===== src/rtl/yuv2rgb_pkg.sv =====
// ----------------------------------------------------------------------------
// YUYV to RGB package
// Shared widths, conversion coefficients and the types passed between the
// chroma unit, the pixel lanes and the top level.
// ----------------------------------------------------------------------------
package yuv2rgb_pkg;

	// Width of one video sample (Y, U, V, R, G or B).
	localparam int SAMPLE_W = 8;
	// Width of a signed channel sum; the blue sum reaches 137218.
	localparam int SUM_W = 19;
	// The channel sum is scaled down by 2^FRAC_W.
	localparam int FRAC_W = 8;

	// Fixed coefficients and offsets of the conversion.
	localparam logic signed [SUM_W-1:0] K_LUMA     = SUM_W'(298);
	localparam logic signed [SUM_W-1:0] K_RED_V    = SUM_W'(411);
	localparam logic signed [SUM_W-1:0] OFS_RED    = SUM_W'(57344);
	localparam logic signed [SUM_W-1:0] K_GREEN_U  = SUM_W'(101);
	localparam logic signed [SUM_W-1:0] K_GREEN_V  = SUM_W'(211);
	localparam logic signed [SUM_W-1:0] OFS_GREEN  = SUM_W'(34739);
	localparam logic signed [SUM_W-1:0] K_BLUE_U   = SUM_W'(519);
	localparam logic signed [SUM_W-1:0] OFS_BLUE   = SUM_W'(71117);
	localparam logic [SAMPLE_W-1:0]     SAMPLE_MAX = SAMPLE_W'(255);

	// Chroma contributions (with offsets) shared by both pixels of a pair.
	typedef struct packed {
		logic signed [SUM_W-1:0] red;
		logic signed [SUM_W-1:0] green;
		logic signed [SUM_W-1:0] blue;
	} chroma_terms_t;

	// One finished RGB888 pixel.
	typedef struct packed {
		logic [SAMPLE_W-1:0] red;
		logic [SAMPLE_W-1:0] green;
		logic [SAMPLE_W-1:0] blue;
	} rgb_t;

endpackage


===== src/rtl/yuv2rgb_chroma.sv =====
// ----------------------------------------------------------------------------
// YUYV to RGB chroma unit
// Forms the U and V products plus offsets once per macropixel and registers
// them for both pixel lanes.
// ----------------------------------------------------------------------------
module yuv2rgb_chroma (
	input  logic                                clk,
	input  logic [yuv2rgb_pkg::SAMPLE_W-1:0]    chroma_blue,
	input  logic [yuv2rgb_pkg::SAMPLE_W-1:0]    chroma_red,
	output yuv2rgb_pkg::chroma_terms_t          terms_s1
);
	import yuv2rgb_pkg::*;

	logic signed [SUM_W-1:0] u_ext;
	logic signed [SUM_W-1:0] v_ext;
	chroma_terms_t           terms;

	assign u_ext = {{(SUM_W-SAMPLE_W){1'b0}}, chroma_blue};
	assign v_ext = {{(SUM_W-SAMPLE_W){1'b0}}, chroma_red};

	always_comb begin
		terms.red   = v_ext * K_RED_V - OFS_RED;
		terms.green = OFS_GREEN - u_ext * K_GREEN_U - v_ext * K_GREEN_V;
		terms.blue  = u_ext * K_BLUE_U - OFS_BLUE;
	end

	// Payload register; no reset needed.
	always_ff @(posedge clk) begin
		terms_s1 <= terms;
	end

endmodule


===== src/rtl/yuv2rgb_lane.sv =====
// ----------------------------------------------------------------------------
// YUYV to RGB pixel lane
// Scales one luma sample, adds the shared chroma terms and clamps each
// channel to the 8-bit range after the floor shift.
// ----------------------------------------------------------------------------
module yuv2rgb_lane (
	input  logic                                clk,
	input  logic [yuv2rgb_pkg::SAMPLE_W-1:0]    luma,
	input  yuv2rgb_pkg::chroma_terms_t          terms_s1,
	output yuv2rgb_pkg::rgb_t                   pixel
);
	import yuv2rgb_pkg::*;

	logic signed [SUM_W-1:0] luma_ext;
	logic signed [SUM_W-1:0] luma_term_s1;
	logic signed [SUM_W-1:0] sum_red;
	logic signed [SUM_W-1:0] sum_green;
	logic signed [SUM_W-1:0] sum_blue;

	// Floor of sum / 256 clamped to 0..255: a negative sum gives zero, a sum
	// at or above 65536 saturates, anything else is the middle byte.
	function automatic logic [SAMPLE_W-1:0] clamp_channel(input logic signed [SUM_W-1:0] sum);
		logic [SAMPLE_W-1:0] res;
		if (sum[SUM_W-1]) begin
			res = '0;
		end else if (|sum[SUM_W-2:FRAC_W+SAMPLE_W]) begin
			res = SAMPLE_MAX;
		end else begin
			res = sum[FRAC_W+SAMPLE_W-1:FRAC_W];
		end
		return res;
	endfunction

	assign luma_ext = {{(SUM_W-SAMPLE_W){1'b0}}, luma};

	always_ff @(posedge clk) begin
		luma_term_s1 <= luma_ext * K_LUMA;
	end

	assign sum_red   = luma_term_s1 + terms_s1.red;
	assign sum_green = luma_term_s1 + terms_s1.green;
	assign sum_blue  = luma_term_s1 + terms_s1.blue;

	always_comb begin
		pixel.red   = clamp_channel(sum_red);
		pixel.green = clamp_channel(sum_green);
		pixel.blue  = clamp_channel(sum_blue);
	end

endmodule


===== src/rtl/yuyv_to_rgb_converter.sv =====
// ----------------------------------------------------------------------------
// YUYV 4:2:2 to RGB888 converter
// Converts one YUYV macropixel per transfer into two RGB888 pixels that
// share the macropixel's U and V samples.
// ----------------------------------------------------------------------------
//
//  Channel | Handshake            | Payload
//  --------+----------------------+---------------------------------------------
//  input   | start, busy          | luma_first, chroma_blue, luma_second,
//          |                      | chroma_red
//  result  | done (one-cycle)     | first_red/green/blue, second_red/green/blue
//
// A macropixel is taken at every rising edge with start high and busy low.
// busy is never raised: the two-stage pipeline takes one macropixel per clock,
// set by the single product-and-sum path through each pixel lane.
// The result of an accepted transfer passes through the stage-1 registers and
// then the stage-2 merge register, and appears on the result ports with done.
// The receiver cannot hold results off, so nothing in the pipeline ever stalls.
// arst_n clears the valid flags only; payload registers are not reset.
//
module yuyv_to_rgb_converter (
	input  logic                                clk,
	input  logic                                arst_n,
	input  logic                                start,
	output logic                                busy,
	input  logic [yuv2rgb_pkg::SAMPLE_W-1:0]    luma_first,
	input  logic [yuv2rgb_pkg::SAMPLE_W-1:0]    chroma_blue,
	input  logic [yuv2rgb_pkg::SAMPLE_W-1:0]    luma_second,
	input  logic [yuv2rgb_pkg::SAMPLE_W-1:0]    chroma_red,
	output logic                                done,
	output logic [yuv2rgb_pkg::SAMPLE_W-1:0]    first_red,
	output logic [yuv2rgb_pkg::SAMPLE_W-1:0]    first_green,
	output logic [yuv2rgb_pkg::SAMPLE_W-1:0]    first_blue,
	output logic [yuv2rgb_pkg::SAMPLE_W-1:0]    second_red,
	output logic [yuv2rgb_pkg::SAMPLE_W-1:0]    second_green,
	output logic [yuv2rgb_pkg::SAMPLE_W-1:0]    second_blue
);
	import yuv2rgb_pkg::*;

	logic          accept;
	logic          valid_s1;
	logic          valid_s2;
	chroma_terms_t terms_s1;
	rgb_t          lane_first;
	rgb_t          lane_second;
	rgb_t          first_s2;
	rgb_t          second_s2;

	// The pipeline never fills up, so a transfer is always possible.
	assign busy   = 1'b0;
	assign accept = start && !busy;

	// Stage 1: the chroma products are formed once and fed to both lanes,
	// while each lane registers its own luma product.
	yuv2rgb_chroma u_chroma (
		.clk         (clk),
		.chroma_blue (chroma_blue),
		.chroma_red  (chroma_red),
		.terms_s1    (terms_s1)
	);

	yuv2rgb_lane u_lane_first (
		.clk      (clk),
		.luma     (luma_first),
		.terms_s1 (terms_s1),
		.pixel    (lane_first)
	);

	yuv2rgb_lane u_lane_second (
		.clk      (clk),
		.luma     (luma_second),
		.terms_s1 (terms_s1),
		.pixel    (lane_second)
	);

	// Valid flags travel alongside the payload through both stages.
	always_ff @(posedge clk or negedge arst_n) begin
		if (!arst_n) begin
			valid_s1 <= 1'b0;
			valid_s2 <= 1'b0;
		end else begin
			valid_s1 <= accept;
			valid_s2 <= valid_s1;
		end
	end

	// Stage 2: the merge register gathers the two clamped pixels into one
	// result word, driven straight onto the result ports.
	always_ff @(posedge clk) begin
		first_s2  <= lane_first;
		second_s2 <= lane_second;
	end

	assign done         = valid_s2;
	assign first_red    = first_s2.red;
	assign first_green  = first_s2.green;
	assign first_blue   = first_s2.blue;
	assign second_red   = second_s2.red;
	assign second_green = second_s2.green;
	assign second_blue  = second_s2.blue;

	// done follows each transfer through the stage-1 and stage-2 valid flags,
	// provided no reset came in between.
	assert property (@(posedge clk) disable iff (!arst_n)
		($past(arst_n, 2) && $past(arst_n, 1)) |-> (done == $past(accept, 2)))
		else $error("result strobe does not follow the input transfer");

	// Equal luma samples in one macropixel must give two identical pixels,
	// which ties the two lanes and the shared chroma terms together.
	assert property (@(posedge clk) disable iff (!arst_n)
		(done && $past(luma_first == luma_second, 2)) |->
		(first_red == second_red && first_green == second_green &&
		 first_blue == second_blue))
		else $error("lanes disagree on equal luma samples");

	// Black in (Y = 0) with neutral chroma must give black out on the first pixel.
	assert property (@(posedge clk) disable iff (!arst_n)
		(done && $past(luma_first == '0 && luma_second == '0 &&
		               chroma_blue == 8'd128 && chroma_red == 8'd128, 2)) |->
		(first_red == '0 && first_green == '0 && first_blue == '0))
		else $error("black level not preserved");

endmodule

===== config.mk =====
export PLATFORM = sky130hd
export DESIGN_NAME = yuyv_to_rgb_converter
export DESIGN_NICKNAME = d
export VERILOG_FILES = /design/src/rtl/yuv2rgb_pkg.sv /design/src/rtl/yuv2rgb_chroma.sv /design/src/rtl/yuv2rgb_lane.sv /design/src/rtl/yuyv_to_rgb_converter.sv
export SDC_FILE = /design/constraint.sdc
export NUM_CORES = 1
export LEC_CHECK = 0
export BUFFER_PORTS_ARGS = -buffer_cell sky130_fd_sc_hd__buf_4
export CAP_MARGIN = 20
export CORE_MARGIN = 2
export CORE_UTILIZATION = 55
export CTS_BUF_LIST = sky130_fd_sc_hd__clkbuf_4
export DETAILED_ROUTE_END_ITERATION = 10
export PLACE_DENSITY = 0.73
export SLEW_MARGIN = 20
export SYNTH_ARGS = -nofsm -noshare
export SYNTH_HDL_FRONTEND = slang
export SYNTH_SLANG_ARGS = --single-unit

===== constraint.sdc =====
create_clock -name clk -period 3.32 [get_ports clk]
set_clock_uncertainty 0.15 [all_clocks]
set_input_delay 0.498 -clock clk [delete_from_list [all_inputs] [get_ports clk]]
set_output_delay 0.498 -clock clk [all_outputs]
set_load 0.01 [all_outputs]

; ---- Word level (Yosys, flattened, before mapping)
; Cells that the tools add are included.
[op_classes]
eq_ne = 0
n_reduce_logical = 6
magnitude_cmp = 0
multipliers = 6
n_div = 0
shifts = 0
n_bitwise = 0
mux = 6
add_sub_neg = 10
[op_table]
columns = operator, count
row1 = adder 19 bit, 6
row2 = multiplier 8 x 8 -> 16 bit (second input constant), 3
row3 = two-way mux 8 bit, 6
row4 = subtractor 17 x 19 -> 19 bit (first input constant), 1
row5 = subtractor 19 x 17 -> 19 bit (second input constant), 1
row6 = subtractor 19 x 18 -> 19 bit (second input constant), 1
row7 = subtractor 19 bit, 1
row8 = multiplier 8 x 10 -> 18 bit (second input constant), 1
row9 = multiplier 8 x 9 -> 17 bit (second input constant), 1
row10 = multiplier 8 x 7 -> 15 bit (second input constant), 1
row11 = OR reduction 2 bit, 6
[word_totals]
ff_bits = 143
rom_bits = 0
memories = 0
wordCells = 41
ram_bits = 0
latch_bits = 0

; ---- Longest topological paths before layout
; Gate-level depths: netlist of run 1.
[depth]
ltp_word = 3
ltp_mapped = 21
mapped_depth_nobuf = 21

; ---- Cells and area by module
; From an unflattened synthesis of run 1, not the netlist that was laid out.
[unflattened]
hier_cells = 1562
hier_area_um2 = 14376.3
[modules_own_cells]
columns = module, cells_each, instances, seq_area_each_um2, area_each_um2
row1 = yuv2rgb_chroma, 743, 1, 1101.1, 6834.1
row2 = yuv2rgb_lane at u_lane_first, 389, 1, 320.3, 3329.4
row3 = yuv2rgb_lane at u_lane_second, 378, 1, 320.3, 3190.6
row4 = yuyv_to_rgb_converter, 52, 1, 1011.0, 1022.2

; ---- Least setup slack after synthesis of run 1
; OpenSTA, ideal clock, no wires.
[synth_timing]
path_kind = input to register
start = input chroma_red[1] (netlist name)
end = register u_chroma.terms_s1[34] (netlist name)
t_required_ns = 3.098
path_stages = 19
slack_ns = -1.698
arrival_ns = 4.796
path_cell_list = ha_1 > fa_1 > fa_1 > inv_1 > fa_1 > inv_1 > ha_1 > nor2_1 > a21oi_1 > a41o_1 > nor2_1 > xor2_1 > ha_1 > ha_1 > or3_1 > a211oi_1 > o31ai_1 > a21oi_1 > xnor2_1
[synth_rtl]
columns = element, line_no
row1 = "start, declared", yuyv_to_rgb_converter.sv:29  ; input logic [yuv2rgb_pkg::SAMPLE_W-1:0] chroma_red,

==> impl_metrics.env, run 1 <==
export IMPL_status="finished with violations"
export IMPL_violations="negative setup slack"
export IMPL_die_x_um=163
export IMPL_io_buffers=83
export IMPL_nets=2300
export IMPL_hp_class="primary input to async pin"
export IMPL_tns_ns=-13.19
export IMPL_cp_cell_sequence="buf_6 -> ha_4 -> ha_4 -> inv_2 -> fa_1 -> fa_1 -> inv_2 -> ha_4 -> inv_1 -> o21bai_1 -> a21oi_2 -> o21bai_1 -> a21oi_1 -> xor2_1 -> ha_1 -> ha_2 -> or3_4 -> a211oi_4 -> o31ai_2 -> a21oi_2 -> xnor2_1"
export IMPL_reg2reg_depth=9
export IMPL_htreeDepth=4
export IMPL_hold_slack_ns=0.0751
export IMPL_reg2reg_to="first_red[5]"
export IMPL_cts_buffer_depth=2
export IMPL_synthFlopType="dfxtp_1"
export IMPL_yosysUniqueCellTypes=86
export IMPL_cts_buffers=17
export IMPL_wl_per_cell_um=16.9
export IMPL_synth_warnings=0
export IMPL_seq_power_share_pct=14.7
export IMPL_setup_slack_ns=-1.07
export IMPL_drv_slew=0
export IMPL_std_cell_rows=58
export IMPL_grt_pass1_vias=12300
export IMPL_io_pins=85
export IMPL_vias_per_cell=5.52
export IMPL_grt_pass1_wl_um=58100
export IMPL_syn_to_final_growth_pct=37.7
export IMPL_placed_area_um2=17800
export IMPL_final_hold_viol_count=0
export IMPL_tightest_slew_ns=0.647
export IMPL_drtAntennaViolNets=0
export IMPL_ir_worst_vdd_mv=1.16
export IMPL_syn_nets=1933
export IMPL_gp_congestion=0.929
export IMPL_max_stage_delay_ns=0.51
export IMPL_rr_startpoint="u_lane_first.luma_term_s1[10]"
export IMPL_drive_above_1_share_pct=34.4
export IMPL_sw_frac_of_total_pct=46.3
export IMPL_crit_type="primary input to flip-flop"
export IMPL_dieArea_um2=26600
export IMPL_rrSetupSlack_ns=0.33
export IMPL_route_vias_total=12200
export IMPL_max_slew_margin_rel_pct=55.7
export IMPL_cp_top_family="adder cells"
export IMPL_ys_seq_elements=136
export IMPL_antenna_found_initial=1
export IMPL_rsz0062_at_grt="true"
export IMPL_period_minus_slack_ns=4.39
export IMPL_cp_common_cell="ha_4"
export IMPL_leakage_uw=0.00912
export IMPL_firstDrtPassIters=5
export IMPL_final_cell_mix="buf_4 (307), ha_1 (259), inv_1 (168), dfxtp_1 (134), ha_4 (80)"
export IMPL_coreArea_um2=25000
export IMPL_period_share_pct=132
export IMPL_grt_overflow=0
export IMPL_end_kind="flip-flop"
export IMPL_path_max_fanout=3
export IMPL_critical_path_slowest_cell="fa_1"
export IMPL_synthArstFlopShare_pct=1.47
export IMPL_netlist_area_um2=13900
export IMPL_critPathLaunchType="primary input"
export IMPL_clockPowerShare_pct=5.0
export IMPL_cp_num_buf_inv=4
export IMPL_hpwl_um=29500
export IMPL_critPathRequiredTime_ns=3.68
export IMPL_route_detailed_drc=0
export IMPL_start_util_pct=55.6
export IMPL_design_area_um2=19200
export IMPL_drt_iter0_markers=592
export IMPL_dieHeight_um=163
export IMPL_wirelength_um=37300
export IMPL_net_switching_power_uw=9980
export IMPL_final_common_cell="buf_4"
export IMPL_yosysSeqAreaShare_pct=19.6
export IMPL_combPwrFrac_pct=80.2
export IMPL_synth_edf_count=0
export IMPL_grt_max_degree=18
export IMPL_max_freq_mhz=228
export IMPL_syn_inst=1498
export IMPL_cts_sinks=136
export IMPL_power_density_nw_per_um2=1120
export IMPL_drv_cap=0
export IMPL_insertion_delay_ns=0.58
export IMPL_worstPathArrival_ns=4.75
export IMPL_track_usage_pct=27.3
export IMPL_clk_pin_slew_worst_paths_ns=0.14
export IMPL_intPower_uw=11600
export IMPL_avgSynthCellArea_um2=9.30
export IMPL_cts_tree="done"
export IMPL_clock_root_buffer="clkbuf_4"
export IMPL_setup_violations=26
[through the flow]
step	total power [µW]	cells	setup WS (ns)	util, %
3_3_place_gp	17600	2155	-1.79	71.2
6_report	21500	2209	-1.07	76.6
4_1_cts	20200	2203	-1.01	75.2
2_1_floorplan	13200	1498	-1.45	-
5_1_grt	23300	2209	-1.22	76.6
3_5_place_dp	18100	2155	-1.86	71.2
[sequential cells by signal, summed over array words and instances (netlist names)]
register and count:
u_lane_first.luma_term_s1 16, first_green 8, u_lane_second.luma_term_s1 16, first_red 8, valid_s1 1, first_blue 8
done 1, second_green 8, u_chroma.terms_s1 54, second_red 8, second_blue 8
[cells in the mapped netlist (4+ instances only)]
| library cell | n | share of area [%] |
|---|---|---|
| nor2_1 | 79 | 2.1 |
| a211oi_1 | 6 | 0.32 |
| o21a_1 | 62 | 3.3 |
| dfxtp_1 | 134 | 19 |
| nand3b_1 | 4 | 0.22 |
| o21bai_1 | 23 | 1.2 |
| or2_2 | 5 | 0.22 |
| nand3_1 | 30 | 1.1 |
| o221ai_1 | 4 | 0.25 |
| ha_1 | 345 | 31 |
| nand2_1 | 50 | 1.3 |
| nand2b_1 | 11 | 0.49 |
| nor4_1 | 5 | 0.22 |
| o211ai_1 | 6 | 0.32 |
| or3_1 | 10 | 0.45 |
| and3_1 | 4 | 0.18 |
| nor3_1 | 34 | 1.2 |
| o22ai_1 | 8 | 0.36 |
| a21o_1 | 20 | 1.1 |
| o21ai_0 | 28 | 1.0 |
| fa_1 | 55 | 7.9 |
| xor2_1 | 48 | 3.0 |
| xnor2_1 | 83 | 5.2 |
| and2_1 | 6 | 0.27 |
| a311o_1 | 4 | 0.29 |
| o21ai_1 | 5 | 0.18 |
| inv_1 | 205 | 5.5 |
| a31oi_1 | 11 | 0.49 |
| o31a_1 | 5 | 0.31 |
| a21oi_1 | 95 | 3.4 |
| a21boi_0 | 4 | 0.22 |
| a311oi_1 | 4 | 0.25 |
| nand4_1 | 12 | 0.54 |
| nor2b_1 | 18 | 0.81 |
[routing by layer]
metal / vias to the layer above / GRT usage (%) / wire [µm]
met4: 0 / 8.93 / 1310
met5: - / 0 / 0
li1: 6008 / - / -
met1: 5796 / 33.5 / 15800
met2: 302 / 49.7 / 18800
met3: 95 / 3.22 / 1410
[timing repair]
action,CTS,global route
hold buffers,4,1
pin swaps,87,49
gates resized for setup,110,58
setup buffers,16,9
hold endpoints to repair,5,1
gates cloned,0,0
setup endpoints to repair,27,28
[power groups by stage]
stage	sequential (µW)	combinational, µW	clock (µW)
floorplan	3000	10100	0
global placement	3180	14400	0
detailed placement	3190	14900	0
CTS	3160	15900	1100
global route	3220	18900	1190
finish	3170	17300	1080
[how the worst max path moves through the flow]
stage                                        to  slack [ns]           from  cells past startpoint
final                     u_chroma.terms_s1[34]       -1.07  chroma_red[0]                     21
after global routing      u_chroma.terms_s1[34]       -1.22  chroma_red[2]                     20
after CTS                 u_chroma.terms_s1[34]       -1.01  chroma_red[1]                     20
after detailed placement  u_chroma.terms_s1[34]       -1.86  chroma_red[1]                     20
after global placement    u_chroma.terms_s1[34]       -1.79  chroma_red[1]                     20
after floorplan           u_chroma.terms_s1[34]       -1.45  chroma_red[1]                     19
[logic make-up after synthesis]
group	count (synthesis)	synth area share [%]
adders and majority gates	400	38.9
AOI/OAI and AO/OA	325	16.3
and+or+nand+nor	290	10.8
buffers and inverters	211	5.72
DFF	136	19.6
xor gates and xnor gates	132	8.44
muxes	3	0.216
other	1	0.0269
[cell type report]
cell class | instances | area (µm²)
diodes | 1 | 2.50
clock buffers | 17 | 128
clock inverters | 15 | 168
fillers | 1659 | 5860
inverters | 205 | 777
multi-input cells | 1151 | 12100
flip-flops and latches | 136 | 2730
well taps | 330 | 413
repair buffers | 354 | 2860
No activity file was read; power rests on OpenSTA's default activity.
==> inputs of run 2 (changes only) <==
CORE_UTILIZATION = 50   (was 55)
PLACE_DENSITY = 0.68   (was 0.73)
TNS_END_PERCENT = 1   (was unset)
==> impl_metrics.env, run 2 (same netlist as run 1, synthesis figures left out) <==
export IMPL_critPathRequiredTime_ns=3.62
export IMPL_setup_slack_ns=-1.08
export IMPL_track_usage_pct=22.7
export IMPL_htreeDepth=4
export IMPL_violations="negative setup slack"
export IMPL_status="finished with violations"
export IMPL_dp_cells=2203
export IMPL_start_util_pct=50.4
export IMPL_power_density_nw_per_um2=1070
export IMPL_route_detailed_drc=0
export IMPL_setup_violations=29
export IMPL_wl_per_cell_um=14.7
export IMPL_crit_type="primary input to flip-flop"
export IMPL_cts_sinks=136
export IMPL_intPower_uw=10300
export IMPL_dieArea_um2=29200
export IMPL_hpwl_um=27900
export IMPL_cts_tree="done"
export IMPL_leakage_uw=0.00894
export IMPL_final_common_cell="buf_4"
export IMPL_cp_cell_sequence="buf_4 -> ha_4 -> fa_1 -> fa_1 -> inv_1 -> fa_1 -> inv_2 -> ha_4 -> nor2_2 -> a21oi_2 -> a41o_1 -> nor2_2 -> xor2_1 -> ha_1 -> ha_2 -> or3_4 -> a211oi_4 -> buf_4 -> nor2_1 -> xnor2_1"
export IMPL_max_freq_mhz=227
export IMPL_firstDrtPassIters=5
export IMPL_drtAntennaViolNets=0
export IMPL_critical_path_slowest_cell="fa_1"
export IMPL_cp_top_family="adder cells"
export IMPL_wirelength_um=32900
export IMPL_max_slew_margin_rel_pct=56.1
export IMPL_cp_common_cell="fa_1"
export IMPL_syn_to_final_growth_pct=28.0
export IMPL_period_minus_slack_ns=4.40
export IMPL_drv_cap=0
export IMPL_io_pins=85
export IMPL_route_vias_total=11600
export IMPL_drv_slew=0
export IMPL_hold_slack_ns=0.106
export IMPL_clockPowerShare_pct=4.9
export IMPL_end_kind="flip-flop"
export IMPL_gp_congestion=0.917
export IMPL_net_switching_power_uw=8720
export IMPL_sw_frac_of_total_pct=45.8
export IMPL_cp_num_buf_inv=4
export IMPL_ir_worst_vdd_mv=0.921
export IMPL_seq_power_share_pct=16.6
export IMPL_insertion_delay_ns=0.56
export IMPL_largest_reg_flops=54
export IMPL_final_hold_viol_count=0
export IMPL_vias_per_cell=5.17
export IMPL_period_share_pct=132
export IMPL_antenna_found_initial=1
export IMPL_cts_buffer_depth=2
export IMPL_drt_iter0_markers=491
export IMPL_die_x_um=171
export IMPL_rsz0062_at_grt="true"
export IMPL_nets=2289
export IMPL_clock_root_buffer="clkbuf_4"
export IMPL_dp_slack_ns=-1.87
export IMPL_top_register="u_chroma.terms_s1"
export IMPL_drive_above_1_share_pct=26.7
export IMPL_hp_class="primary input to async pin"
export IMPL_max_stage_delay_ns=0.52
export IMPL_io_buffers=83
export IMPL_placed_area_um2=16900
export IMPL_final_cells=2245
export IMPL_cts_buffers=17
export IMPL_fill_cells=2283
export IMPL_worstPathArrival_ns=4.69
export IMPL_std_cell_rows=61
export IMPL_dieHeight_um=171
export IMPL_grt_max_degree=17
export IMPL_final_cell_mix="buf_4 (334), ha_1 (321), inv_1 (201), dfxtp_1 (134), xnor2_1 (78)"
export IMPL_coreArea_um2=27600
export IMPL_path_max_fanout=3
export IMPL_grt_overflow=0
export IMPL_critPathLaunchType="primary input"
export IMPL_utilization_pct=64.5
export IMPL_grt_pass1_wl_um=53300
export IMPL_tightest_slew_ns=0.640
export IMPL_ff_latch_area_um2=2730
export IMPL_design_area_um2=17800
export IMPL_multi_input_area_um2=11000
export IMPL_top_regs="u_chroma.terms_s1 x54, u_lane_first.luma_term_s1 x16, u_lane_second.luma_term_s1 x16"
export IMPL_grt_pass1_vias=11400
export IMPL_clk_pin_slew_worst_paths_ns=0.12
export IMPL_combPwrFrac_pct=78.5
-- run 2: what timing repair did --
action / 4_1_cts / 5_1_grt
pin swaps: 52 / 27
gates resized for setup: 54 / 52
hold endpoints to repair: 7 / 0
buffers inserted: 3 / 1
hold buffers: 6 / 0
endpoints found under the setup margin: 37 / 44
-- run 2: final timing paths --
kind,endpoint,from,cells after the start,slack [ns]
worst max-delay path,u_chroma.terms_s1[32],chroma_red[2],20,-1.08
worst max register to register,first_red[3],u_lane_first.luma_term_s1[10],9,0.36
worst min-delay path,valid_s1,arst_n,2,0.11
max in group asynchronous,done,arst_n,2,2.83
worst min register to register,done,valid_s1,0,0.22
min in group clk,u_chroma.terms_s1[14],chroma_blue[5],3,0.16
-- run 2: metrics by stage --
| step | TNS (ns) | power [µW] |
|---|---|---|
| after CTS | -15.55 | 18500 |
| after detailed placement | -51.09 | 16800 |
| after global routing | -20.48 | 20800 |
| final | -16.47 | 19000 |
| after floorplan | -25.47 | 12100 |
| after global placement | -49.11 | 16500 |
-- run 2: cell type report --
cell class	instances	share of cell area, %
antenna	1	0.0140
clock inverter	14	0.575
sequential	136	15.3
multi-input combinational	1151	61.8
tap	378	2.65
inverter	205	4.32
clock buffer	17	0.716
timing repair buffer	343	14.6
-- run 2: per-layer routing --
layer  up-vias  GRT usage, %  part of all wire [%]
met3        54          2.31                   1.9
met4         0          7.18                   2.7
li1       5976             -                     -
met2       176          40.9                    50
met1      5401          28.5                    46
met5         -             0                     0
-- run 2: power groups by stage --
stage	Clock (µW)	Combinational, µW	Sequential (µW)
2_1_floorplan	0	9090	3000
3_3_place_gp	0	13300	3180
3_5_place_dp	0	13600	3190
4_1_cts	946	14400	3150
5_1_grt	1000	16600	3210
6_report	924	15000	3160
-- run 2: worst reg2reg max path, cell delays in order, from the launching register on --
cell and delay (ns):
dfxtp_1 0.48, ha_1 0.34, nand4_1 0.16, a211oi_2 0.06
nor3_2 0.27, a311oi_1 0.19, a311o_1 0.46, and4b_4 0.25
nor3_4 0.33, o21a_1 0.21
==> inputs of run 3 (changes only) <==
BUFFER_PORTS_ARGS = -buffer_cell sky130_fd_sc_hd__buf_2   (was -buffer_cell sky130_fd_sc_hd__buf_4)
==> impl_metrics.env, run 3 (same netlist as run 1, synthesis figures left out) <==
export IMPL_status="finished with violations"
export IMPL_violations="negative setup slack"
export IMPL_multi_input_area_um2=11000
export IMPL_track_usage_pct=22.6
export IMPL_cp_cell_sequence="buf_8 -> ha_4 -> inv_2 -> fa_1 -> inv_2 -> ha_4 -> fa_1 -> ha_4 -> a21boi_4 -> o21ai_2 -> a21boi_1 -> o21ai_1 -> nor4b_1 -> a311oi_2 -> ha_1 -> ha_1 -> inv_1 -> o31ai_2 -> a21oi_2 -> xnor2_1"
export IMPL_largest_reg_flops=54
export IMPL_worstPathArrival_ns=4.76
export IMPL_drtAntennaViolNets=0
export IMPL_gp_congestion=0.913
export IMPL_hp_class="primary input to async pin"
export IMPL_route_vias_total=11600
export IMPL_final_cells=2247
export IMPL_drv_slew=0
export IMPL_std_cell_rows=61
export IMPL_critPathLaunchType="primary input"
export IMPL_path_max_fanout=3
export IMPL_cts_sinks=136
export IMPL_crit_type="primary input to flip-flop"
export IMPL_ir_worst_vdd_mv=0.752
export IMPL_top_register="u_chroma.terms_s1"
export IMPL_leakage_uw=0.00888
export IMPL_route_detailed_drc=0
export IMPL_final_hold_viol_count=0
export IMPL_critical_path_slowest_cell="fa_1"
export IMPL_syn_to_final_growth_pct=26.7
export IMPL_final_common_cell="ha_1"
export IMPL_dieHeight_um=171
export IMPL_drt_iter0_markers=526
export IMPL_rsz0062_at_grt="true"
export IMPL_coreArea_um2=27600
export IMPL_max_slew_margin_rel_pct=57.6
export IMPL_max_stage_delay_ns=0.56
export IMPL_dp_slack_ns=-1.97
export IMPL_hpwl_um=27700
export IMPL_wl_per_cell_um=14.6
export IMPL_grt_max_degree=17
export IMPL_setup_slack_ns=-1.13
export IMPL_power_density_nw_per_um2=1070
export IMPL_grt_pass1_vias=11200
export IMPL_period_share_pct=134
export IMPL_grt_overflow=0
export IMPL_nets=2291
export IMPL_ff_latch_area_um2=2730
export IMPL_setup_violations=29
export IMPL_cp_top_family="adder cells"
export IMPL_clock_root_buffer="clkbuf_4"
export IMPL_start_util_pct=50.4
export IMPL_htreeDepth=4
export IMPL_dieArea_um2=29200
export IMPL_tightest_slew_ns=0.619
export IMPL_cp_num_buf_inv=4
export IMPL_cts_buffers=17
export IMPL_die_x_um=171
export IMPL_critPathRequiredTime_ns=3.63
export IMPL_wirelength_um=32900
export IMPL_dp_cells=2204
export IMPL_drv_cap=0
export IMPL_io_buffers=83
export IMPL_cp_common_cell="ha_4"
export IMPL_max_freq_mhz=225
export IMPL_drive_above_1_share_pct=26.3
export IMPL_cts_buffer_depth=2
export IMPL_period_minus_slack_ns=4.45
export IMPL_insertion_delay_ns=0.58
export IMPL_final_cell_mix="ha_1 (317), buf_4 (256), inv_1 (198), dfxtp_1 (134), a21oi_1 (80)"
export IMPL_grt_pass1_wl_um=52800
export IMPL_firstDrtPassIters=5
export IMPL_cts_tree="done"
export IMPL_end_kind="flip-flop"
export IMPL_io_pins=85
export IMPL_vias_per_cell=5.15
export IMPL_top_regs="u_chroma.terms_s1 x54, u_lane_first.luma_term_s1 x16, u_lane_second.luma_term_s1 x16"
export IMPL_fill_cells=2299
export IMPL_clk_pin_slew_worst_paths_ns=0.11
export IMPL_antenna_found_initial=1
==> run 3: changes by cell type in the layout (fill, tap and decap cells not counted), sizes merged <==
| cell | delta |
|---|---|
| buf | +2 |
| bufinv | +2 |
| clkinvlp | -3 |
| inv | +1 |
==> run 3: path summary, 6_finish.rpt <==
check	startpoint	slack [ns]	endpoint	cells after the start
setup / recovery	chroma_blue[1]	-1.13	u_chroma.terms_s1[34]	20
hold / removal	arst_n	0.08	done	2
setup reg to reg	u_chroma.terms_s1[48]	0.32	first_red[0]	9
hold reg to reg	valid_s1	0.22	done	0
max in group asynchronous	arst_n	2.85	valid_s1	2
min in group clk	chroma_red[1]	0.14	u_chroma.terms_s1[39]	3
==> run 3: metal layers <==
| metal | track usage, % | share of wire (%) | vias up |
|---|---|---|---|
| met5 | 0 | 0 | - |
| met3 | 2.57 | 2.4 | 65 |
| met2 | 40.0 | 48 | 200 |
| met4 | 8.29 | 3.1 | 0 |
| li1 | - | - | 6000 |
| met1 | 28.4 | 46 | 5315 |
==> run 3: timing repair <==
item | 4_1_cts | 5_1_grt
hold buffers | 6 | 0
resized for setup | 72 | 32
endpoints found under the hold margin | 7 | 0
setup buffers | 5 | 0
pin swaps | 56 | 19
setup endpoints to repair | 36 | 40
==> run 3: report_power, final <==
part	total [µW]	internal (µW)	leakage, µW	switching, µW
Clock	1080	447	0.000141	634
Sequential	3150	2500	0.00115	650
Combinational	14600	7250	0.00759	7330
==> run 3: layout make-up <==
| type | count | share of cell area [%] |
|---|---|---|
| diodes | 1 | 0.0142 |
| repair buffers | 345 | 13.8 |
| multi-input cells | 1151 | 62.1 |
| inverters | 205 | 4.36 |
| clock inverters | 14 | 0.844 |
| clock buffers | 17 | 0.724 |
| flip-flops and latches | 136 | 15.5 |
| well taps | 378 | 2.68 |
==> run 3: through the flow <==
stage / util (%) / setup TNS [ns] / cell area [µm²] / hold WS [ns] / total power (µW)
finish: 63.8 / -16.64 / 17600 / 0.0783 / 18800
global placement: 60.5 / -49.38 / 16700 / 0.132 / 16200
CTS: 63.3 / -15.89 / 17500 / 0.0546 / 18400
floorplan: - / -25.47 / 14000 / 0.0524 / 12100
global route: 63.8 / -21.35 / 17600 / 0.0629 / 20600
detailed placement: 60.5 / -51.67 / 16700 / 0.135 / 16600
